**src/rtl/core/evs_ram.sv**
```systemverilog
// Generic single-write, single-read RAM with registered read data.
module evs_ram #(
  parameter int WIDTH = 64,
  parameter int DEPTH = 64
) (
  input  logic                     clk,
  input  logic                     wr_en,
  input  logic [$clog2(DEPTH)-1:0] wr_addr,
  input  logic [WIDTH-1:0]         wr_data,
  input  logic [$clog2(DEPTH)-1:0] rd_addr,
  output logic [WIDTH-1:0]         rd_data
);

  logic [WIDTH-1:0] mem [DEPTH];

  always_ff @(posedge clk) begin
    if (wr_en) begin
      mem[wr_addr] <= wr_data;
    end
    rd_data <= mem[rd_addr];
  end

endmodule

```
**config.mk**
```make
export PLATFORM = sky130hd
export DESIGN_NAME = evs_ram
export DESIGN_NICKNAME = d
export VERILOG_FILES = /design/src/rtl/core/evs_ram.sv
export SDC_FILE = /design/constraint.sdc
export NUM_CORES = 2
export LEC_CHECK = 0
export ABC_AREA = 1
export BUFFER_PORTS_ARGS = -buffer_cell sky130_fd_sc_hd__buf_2
export CAP_MARGIN = 20
export CORE_UTILIZATION = 40
export CTS_CLUSTER_DIAMETER = 100
export DETAILED_ROUTE_END_ITERATION = 8
export SLEW_MARGIN = 15
export SYNTH_ARGS = -nofsm -noshare
export SYNTH_HDL_FRONTEND = slang
export SYNTH_SLANG_ARGS = --single-unit
```
**constraint.sdc**
```tcl
create_clock -name clk -period 11.95 [get_ports clk]
set_clock_uncertainty 0.05 [all_clocks]
set_input_delay 2.39 -clock clk [delete_from_list [all_inputs] [get_ports clk]]
set_output_delay 2.39 -clock clk [all_outputs]
set_load 0.02 [all_outputs]
```
After elaboration in Yosys (flattened, before gate mapping)
Memories as Yosys holds them, arrays and structs flattened. A register that Yosys moved wholly into a read port is not among the register bits.
Cells that the tools add are included.
W data, S select, Z words.
{"block": "op_classes", "mux": 2}
{"op": "$mux W1", "n": 2}
{"block": "totals", "elab_cells": 3, "ff_bits": 0, "out_inout_bits": 64, "n_memories": 1, "in_bits": 78, "ram_bits": 4096}
{"memory": "mem", "words": 64, "word_bits": 64, "rd": 1, "rd_clocked_by_memory_dff": 1, "write_ports": 1, "line_no": "14", "source": "logic [WIDTH-1:0] mem [DEPTH];"}

Longest topological paths before layout
{"block": "depth", "depth_word": 2, "mapped_depth": 13, "depth_no_buf": 9}

Worst setup path after synthesis
OpenSTA, ideal clock, no wires.
{"block": "synth_timing", "kind": "input-to-reg", "start": "input port wr_en", "end": "memory mem[48][0] (enable)", "path_stages": 3, "arrival_ns": 9.026, "n_path_buf": 1, "path_slack_ns": 2.228, "required_time_ns": 11.254, "setup_time_ns": 0.646, "cell_sequence": "clkbuf_1 > nand4_1 > nor4_1"}
{"block": "synth_between", "elab_chain_len": 2}
{"element": "from (decl)", "line_no": "7", "source": "input logic wr_en,"}
{"element": "$mux W1", "line_no": "17", "source": "if (wr_en) begin"}
{"element": "$mux W1 (implied by the code)", "line_no": "18", "source": "mem[wr_addr] <= wr_data;"}
{"element": "to (decl)", "line_no": "14"}
Every way passes these cells.

==> results_dict.tcl <==
set metrics [dict create \
    achievable-frequency_ghz 0.1774 \
    crit_required_ps 12770 \
    synth.top_cell.area_share 0.7441 \
    vertical_die_dimension_um 644.9 \
    cells_on_worst_hold_path 8 \
    internal-power_mw 24.04 \
    number_of_cells_on_the_worst_reg_to_reg_path 8 \
    period_needed_ps 5637 \
    worstPathArrival_ps 6460 \
    avgRoutedWirePerCell_um 26.83 \
    hpwl_um 252600 \
    total_power_mw 31.09 \
    power_density_over_the_cells_mw_per_mm2 168.2 \
    routed_via_density 5.679 \
    gp_routability_congestion 0.8081 \
    finalHoldWorstSlack_ps 740.3 \
    final_util 0.4503 \
    layout.cells.most_common_list "sky130_fd_sc_hd__nand2_1, sky130_fd_sc_hd__edfxtp_1, sky130_fd_sc_hd__nand3_1, sky130_fd_sc_hd__clkbuf_16, sky130_fd_sc_hd__buf_4" \
    ys_ff_latch 4160 \
    yosys.area.top_type "sky130_fd_sc_hd__edfxtp_1" \
    syn_area_per_cell_um2 12.33 \
    fill_cells 36793 \
    power.share.switching 0.2267 \
    p_leak_nw 64.32 \
    pre_cts_ws_ps 5463 \
    run_status "completed" \
    report.final.setup_viol 0 \
    area_taken_by_flip_flops_and_latches_mm2 0.1243 \
    timing.max_cap.violations 0 \
    pins_over_their_slew_limit 0 \
    netlist_top_cells_area "sky130_fd_sc_hd__edfxtp_1, sky130_fd_sc_hd__nand3_1, sky130_fd_sc_hd__nand2_1" \
    netlist_instances 13405 \
    coreArea_mm2 0.4105 \
    power_share_of_the_sequential_group 0.522 \
    number_of_buffers_inserted_by_post_cts_setup_repair 0 \
    synth_cell_type_count 16 \
    cts_num_sinks 4160 \
    worst_setup_path_end_kind "flip-flop" \
    r2r-end "rd_data[50]$_DFF_P_" \
    hold_path.startpoint "mem[58][9]$_DFFE_PP_" \
    clock_pin_slew_on_the_worst_setup_and_hold_paths_ps 60 \
    syn_to_final_growth_pct 11.82 \
    timing.critical_path.fanout_max 122 \
    drt-pass1-iter-count 8 \
    period_share 0.4717 \
    grt_first_pass_wirelength_um 734200 \
    totalWireLength_um 514200 \
    largest_net_degree_at_the_start_of_global_routing 204 \
    number_of_global_route_vias_before_repair 100826 \
    initialDrtViolationCount 13850 \
    rsz_0062_raised_after_global_routing "no" \
    floorplan.die.width_um 644.9 \
    placementRows 235 \
    drt_drc_violations_left 0 \
    clock_latency_ps 980 \
    globalRouteOverflowTotal 0 \
    transition_time_at_the_pin_with_the_least_slew_margin_ps 1271 \
    setup.worst_path.start_class "primary input" \
    clock_tree_root_driver_cell "sky130_fd_sc_hd__clkbuf_16" \
    io_buffer_count 141 \
    final_antenna_net_count 0 \
    ys_seq_area_frac 0.7518 \
    min-delay-path-class "flip-flop to flip-flop" \
    power.clock.fraction 0.422 \
    cts_resized 0 \
    total_switching_power_mw 7.047 \
    hold_buffers 0 \
    starting_density 0.4027 \
    syn_area_mm2 0.1653 \
    cts.path.max_buffers 4 \
    top_level_ports 142 \
    critical_path_class "primary input to flip-flop" \
    numCtsBuffers 412 \
    routed_via_count 108814 \
    grt_antenna_before_repair 50 \
    fraction_of_final_layout_cells_with_drive_strength_greater_than_1 0.07940 \
    synth_warnings 0 \
    cts.htree.levels 5 \
    comb_power_share 0.056 \
    slack_of_the_worst_reg_to_reg_path_ps 10300 \
    final-hold-violation-count 0 \
    tns_setup_ps 0 \
    dieArea_mm2 0.4158 \
    max_slew_margin 0.1526 \
    r2r_start "mem[11][50]$_DFFE_PP_" \
    nets 13413 \
    most_common_library_cell_in_the_layout_ignoring_fill_and_taps "sky130_fd_sc_hd__nand2_1" \
    grtUsageTotal 0.2407 \
    final_worst_path_setup_slack_ps 6313 \
    cts_tree "built" \
    worst_hold_path_ep "rd_data[9]$_DFF_P_" \
    max-vdd-ir-drop_uv 124.7 \
    multi_input_area_mm2 0.03662 \
    syn-num-nets 13483 \
]
[flip-flops by register name, indices dropped and copies added (netlist names)]
signal / flops
rd_data: 64
mem: 4096
[synthesized netlist by cell type]
library cell	number
sky130_fd_sc_hd__nand2_1	4416
sky130_fd_sc_hd__edfxtp_1	4096
sky130_fd_sc_hd__nand3_1	3847
sky130_fd_sc_hd__buf_2	501
sky130_fd_sc_hd__clkbuf_1	147
sky130_fd_sc_hd__buf_4	134
sky130_fd_sc_hd__buf_1	72
sky130_fd_sc_hd__dfxtp_1	64
sky130_fd_sc_hd__nor2_1	56
sky130_fd_sc_hd__buf_6	40
sky130_fd_sc_hd__nand4_1	9
sky130_fd_sc_hd__inv_1	8
sky130_fd_sc_hd__nor4_1	8
sky130_fd_sc_hd__buf_8	3
sky130_fd_sc_hd__inv_2	2
sky130_fd_sc_hd__inv_4	2
[worst max-delay path by stage]
stage,from,endpoint,slack (ps),depth (start not counted)
floorplan,wr_en,mem[48][0]$_DFFE_PP_,2230,3
global placement,rd_addr[0],rd_data[40]$_DFF_P_,5450,12
detailed placement,rd_addr[0],rd_data[45]$_DFF_P_,5460,12
CTS,rd_addr[0],rd_data[45]$_DFF_P_,6490,12
global route,rd_addr[1],rd_data[13]$_DFF_P_,6290,11
finish,rd_addr[1],rd_data[20]$_DFF_P_,6310,11
[power groups by stage]
stage | Combinational, mW | Sequential (mW) | Clock [mW]
after global placement | 1.71 | 16.5 | 0
final | 1.75 | 16.2 | 13.1
after global routing | 1.90 | 16.2 | 13.8
after floorplan | 0.997 | 16.5 | 0
after CTS | 1.73 | 16.2 | 13.2
after detailed placement | 1.72 | 16.5 | 0
[per-stage QoR]
step,area [um^2],cells
2_1_floorplan,165300,13405
3_3_place_gp,170700,18348
3_5_place_dp,170800,18354
4_1_cts,184400,19124
5_1_grt,184800,19152
6_report,184800,19162
[metal layers]
layer / global-route usage / vias up / share of wire
met5: 0 / - / 0.00013
met4: 0.07347 / 12 / 0.032
met3: 0.03518 / 857 / 0.089
met2: 0.3905 / 5375 / 0.47
met1: 0.3360 / 54830 / 0.41
li1: - / 47740 / -
[kinds of logic after synthesis]
| group | Yosys count | synth area share |
|---|---|---|
| flops | 4160 | 0.7518 |
| buf+inv | 909 | 0.02953 |
| simple gates | 8336 | 0.2187 |
[cell type report]
type / instances / area share
Sequential cell: 4160 / 0.6723
Multi-Input combinational cell: 8336 / 0.1981
Clock buffer: 524 / 0.05965
Tap cell: 5451 / 0.03690
Timing Repair Buffer: 413 / 0.01850
Clock inverter: 246 / 0.01369
Inverter: 12 / 0.0005686
Antenna cell: 20 / 0.0002708
[critical path: stages]
cell	delay (ps)
sky130_fd_sc_hd__buf_8	350
sky130_fd_sc_hd__buf_12	470
sky130_fd_sc_hd__buf_4	890
sky130_fd_sc_hd__buf_4	930
sky130_fd_sc_hd__nand3_1	210
sky130_fd_sc_hd__nand3_1	150
sky130_fd_sc_hd__nand3_1	90
sky130_fd_sc_hd__nand3_1	190
sky130_fd_sc_hd__nand2_1	110
sky130_fd_sc_hd__nand2_1	80
sky130_fd_sc_hd__nand2_1	60
(Power assumes the default switching activity.)
